`src/rtl/tlaik_pkg.sv`:
```
// shared types, constants and tables for the two-link arm inverse kinematics block
`timescale 1ns / 1ps

package tlaik_pkg;

    localparam int XY_W       = 16;
    localparam int LEN_W      = 15;
    localparam int TRIM_W     = 7;
    localparam int PULSE_W    = 12;
    localparam int ST_W       = 2;
    localparam int CFG_IDX_W  = 3;
    localparam int CFG_DATA_W = 15;

    localparam int CORDIC_ITERATIONS = 16;
    localparam int SQRT_STEPS        = 32;
    localparam int CNT_W             = 6;
    localparam int ITER_W            = 5;

    localparam int CV_W    = 52;
    localparam int ANG_W   = 28;
    localparam int MUL_W   = 32;
    localparam int PROD_W  = 64;
    localparam int SQ_W    = 64;
    localparam int R2_W    = 32;
    localparam int NUM_W   = 34;
    localparam int SN_W    = 31;
    localparam int RQ_W    = 16;
    localparam int CC_W    = 47;
    localparam int SPAN_W  = 24;
    localparam int TOT_W   = 40;
    localparam int Q_W     = 22;
    localparam int QD_W    = 16;
    localparam int RECIP_SHIFT = 28;

    localparam logic [ST_W-1:0] ST_OK     = 2'd0;
    localparam logic [ST_W-1:0] ST_REJECT = 2'd1;
    localparam logic [ST_W-1:0] ST_ASIN   = 2'd2;

    localparam logic [CFG_IDX_W-1:0] CFG_LINK_ONE  = 3'd0;
    localparam logic [CFG_IDX_W-1:0] CFG_LINK_TWO  = 3'd1;
    localparam logic [CFG_IDX_W-1:0] CFG_SH_TRIM   = 3'd2;
    localparam logic [CFG_IDX_W-1:0] CFG_EL_TRIM   = 3'd3;
    localparam logic [CFG_IDX_W-1:0] CFG_PULSE_MIN = 3'd4;
    localparam logic [CFG_IDX_W-1:0] CFG_PULSE_MAX = 3'd5;

    localparam logic [1:0] SEL_S2       = 2'd0;
    localparam logic [1:0] SEL_AS       = 2'd1;
    localparam logic [1:0] SEL_AT       = 2'd2;
    localparam logic [1:0] SEL_SHOULDER = 2'd0;
    localparam logic [1:0] SEL_ELBOW    = 2'd1;

    localparam logic signed [ANG_W-1:0] DEG90  = 28'sd5898240;
    localparam logic signed [ANG_W-1:0] DEG180 = 28'sd11796480;
    localparam logic [SPAN_W-1:0] SPAN      = 24'd11796480;
    localparam logic [SPAN_W-1:0] HALF_SPAN = 24'd5898240;
    localparam logic [MUL_W-1:0] RECIP_180 = 32'd1491308;
    localparam logic [MUL_W-1:0] DIV_180   = 32'd180;

    localparam logic signed [CV_W-1:0] NORM_LIMIT  = 52'sh100_0000_0000;
    localparam logic signed [CV_W-1:0] NORM_COARSE = 52'sh1_0000_0000;
    localparam logic [SQ_W-1:0] SQRT_BIT0 = 64'h4000_0000_0000_0000;

    localparam logic [LEN_W-1:0]   LINK_RESET      = 15'd3456;
    localparam logic [TRIM_W-1:0]  SH_TRIM_RESET   = 7'd10;
    localparam logic [TRIM_W-1:0]  EL_TRIM_RESET   = 7'h76;
    localparam logic [PULSE_W-1:0] PULSE_MIN_RESET = 12'd600;
    localparam logic [PULSE_W-1:0] PULSE_MAX_RESET = 12'd2400;

    typedef struct packed {
        logic signed [XY_W-1:0] target_x;
        logic signed [XY_W-1:0] target_y;
    } in_item_t;

    typedef struct packed {
        logic [ST_W-1:0]        status;
        logic [PULSE_W-1:0]     shoulder_pulse;
        logic [PULSE_W-1:0]     elbow_pulse;
        logic signed [XY_W-1:0] held_x;
        logic signed [XY_W-1:0] held_y;
    } out_item_t;

    typedef struct packed {
        logic [LEN_W-1:0]         link_one_length;
        logic [LEN_W-1:0]         link_two_length;
        logic signed [TRIM_W-1:0] shoulder_trim;
        logic signed [TRIM_W-1:0] elbow_trim;
        logic [PULSE_W-1:0]       pulse_min;
        logic [PULSE_W-1:0]       pulse_max;
    } cfg_t;

    typedef enum logic [5:0] {
        OP_NONE, OP_LOAD, OP_SQ_X, OP_SQ_Y, OP_SQ_D1, OP_SQ_D2, OP_D1D2, OP_DEN,
        OP_RANGE, OP_DEN2, OP_NUM2, OP_SN_LOAD, OP_SQRT_STEP, OP_SN_SAVE,
        OP_RQ_LOAD, OP_RQ_SAVE, OP_AQ1, OP_AQ2, OP_AQ_CHK, OP_CV_LOAD, OP_CV_PRE,
        OP_CV_NORM, OP_CV_ITER, OP_CV_SAVE, OP_CC1, OP_CC2, OP_CC3, OP_CC4,
        OP_AT_VERT, OP_S1, OP_QUAD, OP_P1, OP_P2, OP_P3, OP_P4, OP_P5, OP_P6,
        OP_P7, OP_DONE
    } op_t;

    typedef enum logic [5:0] {
        S_IDLE, S_SQ_X, S_SQ_Y, S_SQ_D1, S_SQ_D2, S_D1D2, S_DEN, S_RANGE,
        S_DEN2, S_NUM2, S_SN_LOAD, S_SN_STEP, S_SN_SAVE, S_RQ_LOAD, S_RQ_STEP,
        S_RQ_SAVE, S_AQ1, S_AQ2, S_AQ_CHK, S_CV_LOAD, S_CV_PRE, S_CV_NORM,
        S_CV_ITER, S_CV_SAVE, S_CC1, S_CC2, S_CC3, S_CC4, S_AT, S_S1, S_QUAD,
        S_P1, S_P2, S_P3, S_P4, S_P5, S_P6, S_P7, S_DONE
    } state_t;

    typedef enum logic [2:0] {
        CV_IDLE, CV_LOAD, CV_PRE, CV_NORM, CV_ITER
    } cv_op_t;

    typedef struct packed {
        op_t              op;
        logic [1:0]       sel;
        logic [ITER_W-1:0] iter;
    } cmd_t;

    typedef struct packed {
        logic range_bad;
        logic asin_bad;
        logic quad_bad;
        logic x_zero;
        logic norm_done;
    } stat_t;

    // atan(2^-i) in Q.16 degrees
    function automatic logic signed [ANG_W-1:0] atan_q16(input logic [ITER_W-1:0] i);
        logic signed [ANG_W-1:0] v;
        case (i)
            5'd0:  v = 28'sd2949120;
            5'd1:  v = 28'sd1740967;
            5'd2:  v = 28'sd919879;
            5'd3:  v = 28'sd466945;
            5'd4:  v = 28'sd234379;
            5'd5:  v = 28'sd117304;
            5'd6:  v = 28'sd58666;
            5'd7:  v = 28'sd29335;
            5'd8:  v = 28'sd14668;
            5'd9:  v = 28'sd7334;
            5'd10: v = 28'sd3667;
            5'd11: v = 28'sd1833;
            5'd12: v = 28'sd917;
            5'd13: v = 28'sd458;
            5'd14: v = 28'sd229;
            5'd15: v = 28'sd115;
            5'd16: v = 28'sd57;
            5'd17: v = 28'sd29;
            5'd18: v = 28'sd14;
            5'd19: v = 28'sd7;
            5'd20: v = 28'sd4;
            5'd21: v = 28'sd2;
            5'd22: v = 28'sd1;
            default: v = 28'sd0;
        endcase
        return v;
    endfunction

endpackage

```
`src/rtl/tlaik_ctrl.sv`:
```
// controller: sequences the datapath through the solve and drives the handshakes
`timescale 1ns / 1ps

module tlaik_ctrl
    import tlaik_pkg::*;
(
    input  logic  clk,
    input  logic  rst_n,
    input  logic  in_valid,
    output logic  in_ready,
    output logic  out_valid,
    input  logic  out_ready,
    input  stat_t stat,
    output cmd_t  cmd
);

    state_t           state_reg, state_next;
    logic [CNT_W-1:0] cnt_reg, cnt_next;
    logic [1:0]       sel_reg, sel_next;
    logic             out_valid_reg, out_valid_next;

    always_ff @(posedge clk or negedge rst_n)
    begin
        if (!rst_n)
        begin
            state_reg <= S_IDLE;
            cnt_reg <= '0;
            sel_reg <= SEL_S2;
            out_valid_reg <= 1'b0;
        end
        else
        begin
            state_reg <= state_next;
            cnt_reg <= cnt_next;
            sel_reg <= sel_next;
            out_valid_reg <= out_valid_next;
        end
    end

    always_comb
    begin
        state_next = state_reg;
        cnt_next = cnt_reg;
        sel_next = sel_reg;
        out_valid_next = out_valid_reg && !out_ready;
        in_ready = 1'b0;
        cmd.op = OP_NONE;
        cmd.sel = sel_reg;
        cmd.iter = cnt_reg[ITER_W-1:0];
        case (state_reg)
            S_IDLE:
            begin
                in_ready = 1'b1;
                if (in_valid)
                begin
                    cmd.op = OP_LOAD;
                    state_next = S_SQ_X;
                end
            end
            S_SQ_X:  begin cmd.op = OP_SQ_X;  state_next = S_SQ_Y;  end
            S_SQ_Y:  begin cmd.op = OP_SQ_Y;  state_next = S_SQ_D1; end
            S_SQ_D1: begin cmd.op = OP_SQ_D1; state_next = S_SQ_D2; end
            S_SQ_D2: begin cmd.op = OP_SQ_D2; state_next = S_D1D2;  end
            S_D1D2:  begin cmd.op = OP_D1D2;  state_next = S_DEN;   end
            S_DEN:   begin cmd.op = OP_DEN;   state_next = S_RANGE; end
            S_RANGE:
            begin
                cmd.op = OP_RANGE;
                state_next = stat.range_bad ? S_DONE : S_DEN2;
            end
            S_DEN2:  begin cmd.op = OP_DEN2;  state_next = S_NUM2; end
            S_NUM2:  begin cmd.op = OP_NUM2;  state_next = S_SN_LOAD; end
            S_SN_LOAD:
            begin
                cmd.op = OP_SN_LOAD;
                cnt_next = '0;
                state_next = S_SN_STEP;
            end
            S_SN_STEP:
            begin
                cmd.op = OP_SQRT_STEP;
                cnt_next = cnt_reg + 1'b1;
                if (cnt_reg == CNT_W'(SQRT_STEPS - 1))
                    state_next = S_SN_SAVE;
            end
            S_SN_SAVE: begin cmd.op = OP_SN_SAVE; state_next = S_RQ_LOAD; end
            S_RQ_LOAD:
            begin
                cmd.op = OP_RQ_LOAD;
                cnt_next = '0;
                state_next = S_RQ_STEP;
            end
            S_RQ_STEP:
            begin
                cmd.op = OP_SQRT_STEP;
                cnt_next = cnt_reg + 1'b1;
                if (cnt_reg == CNT_W'(SQRT_STEPS - 1))
                    state_next = S_RQ_SAVE;
            end
            S_RQ_SAVE: begin cmd.op = OP_RQ_SAVE; state_next = S_AQ1; end
            S_AQ1:     begin cmd.op = OP_AQ1;     state_next = S_AQ2; end
            S_AQ2:     begin cmd.op = OP_AQ2;     state_next = S_AQ_CHK; end
            S_AQ_CHK:
            begin
                cmd.op = OP_AQ_CHK;
                sel_next = SEL_S2;
                state_next = stat.asin_bad ? S_DONE : S_CV_LOAD;
            end
            S_CV_LOAD: begin cmd.op = OP_CV_LOAD; state_next = S_CV_PRE; end
            S_CV_PRE:  begin cmd.op = OP_CV_PRE;  state_next = S_CV_NORM; end
            S_CV_NORM:
            begin
                if (stat.norm_done)
                begin
                    cnt_next = '0;
                    state_next = S_CV_ITER;
                end
                else
                    cmd.op = OP_CV_NORM;
            end
            S_CV_ITER:
            begin
                cmd.op = OP_CV_ITER;
                cnt_next = cnt_reg + 1'b1;
                if (cnt_reg == CNT_W'(CORDIC_ITERATIONS - 1))
                    state_next = S_CV_SAVE;
            end
            S_CV_SAVE:
            begin
                cmd.op = OP_CV_SAVE;
                case (sel_reg)
                    SEL_S2:  state_next = S_CC1;
                    SEL_AS:  state_next = S_AT;
                    default: state_next = S_S1;
                endcase
            end
            S_CC1: begin cmd.op = OP_CC1; state_next = S_CC2; end
            S_CC2: begin cmd.op = OP_CC2; state_next = S_CC3; end
            S_CC3: begin cmd.op = OP_CC3; state_next = S_CC4; end
            S_CC4:
            begin
                cmd.op = OP_CC4;
                sel_next = SEL_AS;
                state_next = S_CV_LOAD;
            end
            S_AT:
            begin
                // a vertical target needs no cordic pass
                if (stat.x_zero)
                begin
                    cmd.op = OP_AT_VERT;
                    state_next = S_S1;
                end
                else
                begin
                    sel_next = SEL_AT;
                    state_next = S_CV_LOAD;
                end
            end
            S_S1: begin cmd.op = OP_S1; state_next = S_QUAD; end
            S_QUAD:
            begin
                cmd.op = OP_QUAD;
                sel_next = SEL_SHOULDER;
                state_next = stat.quad_bad ? S_DONE : S_P1;
            end
            S_P1: begin cmd.op = OP_P1; state_next = S_P2; end
            S_P2: begin cmd.op = OP_P2; state_next = S_P3; end
            S_P3: begin cmd.op = OP_P3; state_next = S_P4; end
            S_P4: begin cmd.op = OP_P4; state_next = S_P5; end
            S_P5: begin cmd.op = OP_P5; state_next = S_P6; end
            S_P6: begin cmd.op = OP_P6; state_next = S_P7; end
            S_P7:
            begin
                cmd.op = OP_P7;
                if (sel_reg == SEL_SHOULDER)
                begin
                    sel_next = SEL_ELBOW;
                    state_next = S_P1;
                end
                else
                    state_next = S_DONE;
            end
            S_DONE:
            begin
                // wait until the output register is free
                if (!out_valid_reg || out_ready)
                begin
                    cmd.op = OP_DONE;
                    out_valid_next = 1'b1;
                    state_next = S_IDLE;
                end
            end
            default: state_next = S_IDLE;
        endcase
    end

    assign out_valid = out_valid_reg;

endmodule

```
`config.mk`:
```
export PLATFORM = sky130hd
export DESIGN_NAME = tlaik_ctrl
export DESIGN_NICKNAME = d
export VERILOG_FILES = /design/src/rtl/tlaik_pkg.sv /design/src/rtl/tlaik_ctrl.sv
export SDC_FILE = /design/constraint.sdc
export NUM_CORES = 1
export LEC_CHECK = 0
export BUFFER_PORTS_ARGS = -buffer_cell sky130_fd_sc_hd__clkbuf_2
export CAP_MARGIN = 20
export CORE_AREA = 3 3 61 63
export CTS_BUF_LIST = sky130_fd_sc_hd__clkbuf_16
export CTS_CLUSTER_SIZE = 8
export DETAILED_ROUTE_END_ITERATION = 8
export DIE_AREA = 0 0 64 66
export GPL_TIMING_DRIVEN = 0
export HOLD_SLACK_MARGIN = 0.1
export PLACE_DENSITY = 0.75
export SLEW_MARGIN = 20
export SYNTH_ARGS = -nofsm -noshare
export SYNTH_HDL_FRONTEND = slang
export SYNTH_SLANG_ARGS = --single-unit
```
`constraint.sdc`:
```
create_clock -name clk -period 2.2 [get_ports clk]
set_clock_uncertainty 0.05 [all_clocks]
set_input_delay 0.66 -clock clk [delete_from_list [all_inputs] [get_ports clk]]
set_output_delay 0.66 -clock clk [all_outputs]
set_load 0.03 [all_outputs]
```
==> impl_results.md <==
- H-tree levels: 1
- Row count: 21
- WP data arrival: 1.79 ns
- TritonCTS buffer count: 3
- Dpl hpwl: 3949 um
- Dpl cells: 295
- Most Used Layer, Global Route: met2
- Die Width: 64 um
- Peak supply drop: 1.171 mV
- CTS tree: done
- Status: complete, but fails checks
- Post-synthesis sequential area ratio: 0.2128
- Initial Util: 0.5371
- I/O Buffers: 23
- Final slew viol count: 0
- Final wirelength: 6060 um
- Number of remaining DRC errors: 0
- Post-Synthesis Cells: 226
- Leakage power: 0.001022 uW
- Pin count of the biggest net entering global routing: 16
- Syn Nets: 236
- Clock tree buffer depth: 2
- Vias in the first global route: 1949
- Area grow syn2layout: 35.11%
- Initial antenna violation count: 0
- Routed wire per std cell: 19.18 um
- Achievable Freq: 399.4 MHz
- Worst Setup SP: state_reg[3]
- Final setup viols: 6
- CORE AREA: 0.003284 mm2
- Tot GR Track Use: 0.2943
- Hold Worst Slack: 0.2721 ns
- Top post-synthesis cells by area: dfrtp_1 (21%), nand2b_1 (4.6%), buf_4 (4.3%), nand2_1 (4.0%), o21ai_0 (4.0%)
- Ys async rst share: 1.000
- CP endpoint kind: output port
- Post-synth EDFFs: 0
- Yosys top cell area share: 0.2128
- Count leader, synth: nand2_1
- Startpoint types: register
- Clock transition at path regs: 0.05 ns
- Syn avg cell area: 7.806 um2
- Cts hold-fix bufs: 0
- Worst slack, placed: -0.2432 ns
- CTS root buffer: clkbuf_16
- GR Layer Usage met2: 0.4735
- Largest area contributor in the netlist: dfrtp_1
- Global-route wire length before repair: 9763 um
- Yosys reg bits: 15
- Library cells used by synthesis: 58
- Yosys warns: 0
- CP Class: register to output port
- TritonRoute pass-1 iters: 5
- Fin nets: 281
- Post-synthesis cell area: 0.001764 mm2
- Max_slew headroom: 0.6350
- Crit Reg-Reg Startpoint: state_reg[2]
- Failing checks: negative setup slack
- Initial DRC Count: 201
- Layout cells sized above 1: 0.4111
- IO Pins: 24
- Met1 Usage GRT: 0.3809
- Max Cap Violations: 0
- Period utilization: 1.138
- Total gr overflow: 0
- Clock sinks: 15
- Minimum clock period: 2.504 ns
- Via count: 2083
- Cell area power density: 1691 mW/mm2
- RSZ-0062 raised after global routing: yes
- Insertion delay to the later sink of the worst-skew pair: 0.24 ns
- Final Hold Fails: 0
- Die ar.: 0.004224 mm2
- HP Class: primary input to async pin
- Routed vias/inst: 6.592
- PnR worst setup slack: -0.3036 ns
- CP Max Fanout: 7
- Synth cell count leaders: nand2_1 (19), nor2_1 (18), dfrtp_1 (15), o21ai_0 (14), nand2b_1 (13)
- ANT cells: 0
- GPL Wtd Cong: 1.014
- Die Y: 66 um
- Worst path required time: 1.49 ns
- GRT met3 Usage: 0.05612
- Primary FF master, synth: dfrtp_1
- Worst slew pin tran: 0.5461 ns
- Antenna-violating nets left: 0
- Non-filler cells in the finished layout: 316
-- worst max-delay path: stages (launching register included) --
cell and delay (ns):
dfrtp_2 0.41, buf_4 0.17, nor2_1 0.25, and3_1 0.34, a221oi_2 0.11, o21ai_2 0.08
clkbuf_8 0.18
-- final cells by class --
type / instances / area (um2)
buffer: 25 / 254.0
clock buffer: 3 / 75.07
clock inverter: 1 / 5.005
fill: 232 / 900.9
inverter: 3 / 15.01
multi-input combinational: 180 / 1296
sequential: 15 / 377.9
tap: 46 / 57.56
timing repair buffer: 43 / 302.8
-- per-stage QoR --
step | setup TNS, ns | utilization | total power (uW) | area [um2]
global route | -1.629 | 0.7257 | 4240 | 2384
global placement | -1.012 | 0.6008 | 2962 | 1973
floorplan | 0 | - | 2395 | 1800
detailed placement | -0.9156 | 0.6008 | 2965 | 1973
finish | -1.219 | 0.7257 | 4031 | 2384
CTS | -1.085 | 0.6971 | 3797 | 2290
-- routing by layer --
layer,part of all wire,vias to the layer above
met5,0,-
li1,-,931
met1,0.39,974
met4,0.040,0
met3,0.098,34
met2,0.47,144
-- report_power, final --
part           leakage, uW  internal (uW)  switching (uW)
clock network    0.0000409            242             107
logic             0.000794           1420            1770
registers         0.000187            387             111
total              0.00102           2050            1980
-- path summary, 6_finish.rpt --
path | cells after the start | slack, ns | to
max in group asynchronous | 1 | 1.53 | state_reg[3]
worst max register to register | 8 | 0.09 | state_reg[2]
min in group clk | 1 | 0.47 | cnt_reg[0]
worst min register to register | 1 | 0.47 | cnt_reg[0]
worst max-delay path | 6 | -0.30 | cmd[7]
worst min-delay path | 1 | 0.27 | state_reg[1]
-- timing repair --
| action | in CTS | in global routing |
|---|---|---|
| setup endpoints to repair | 7 | 8 |
| gates resized for setup | 43 | 18 |
| gates cloned | 1 | 0 |
| pin swaps | 8 | 5 |
| setup buffers | 14 | 5 |
-- layout by cell type, fill, tap and decap left out, types with 4 or more instances in the layout --
cell,instances
dfrtp_1,13
buf_6,12
nand2_1,17
nor2b_1,5
clkbuf_2,19
buf_4,26
a31oi_1,5
a21oi_1,8
nor2_1,16
a32oi_1,4
o21ai_2,4
nor3_1,7
clkbuf_8,5
nand3_1,9
o21ai_0,9
o21a_1,6
nand2b_1,10
-- cells by family after synthesis --
kind of cell	Yosys count	synth area share
mux	5	0.03050
buf+inv	31	0.1106
simple gates	100	0.3305
xor+xnor	3	0.01915
flops	15	0.2128
compound gates	71	0.2894
fa+ha+maj	1	0.007091
Power figures use the tool's default switching activity.
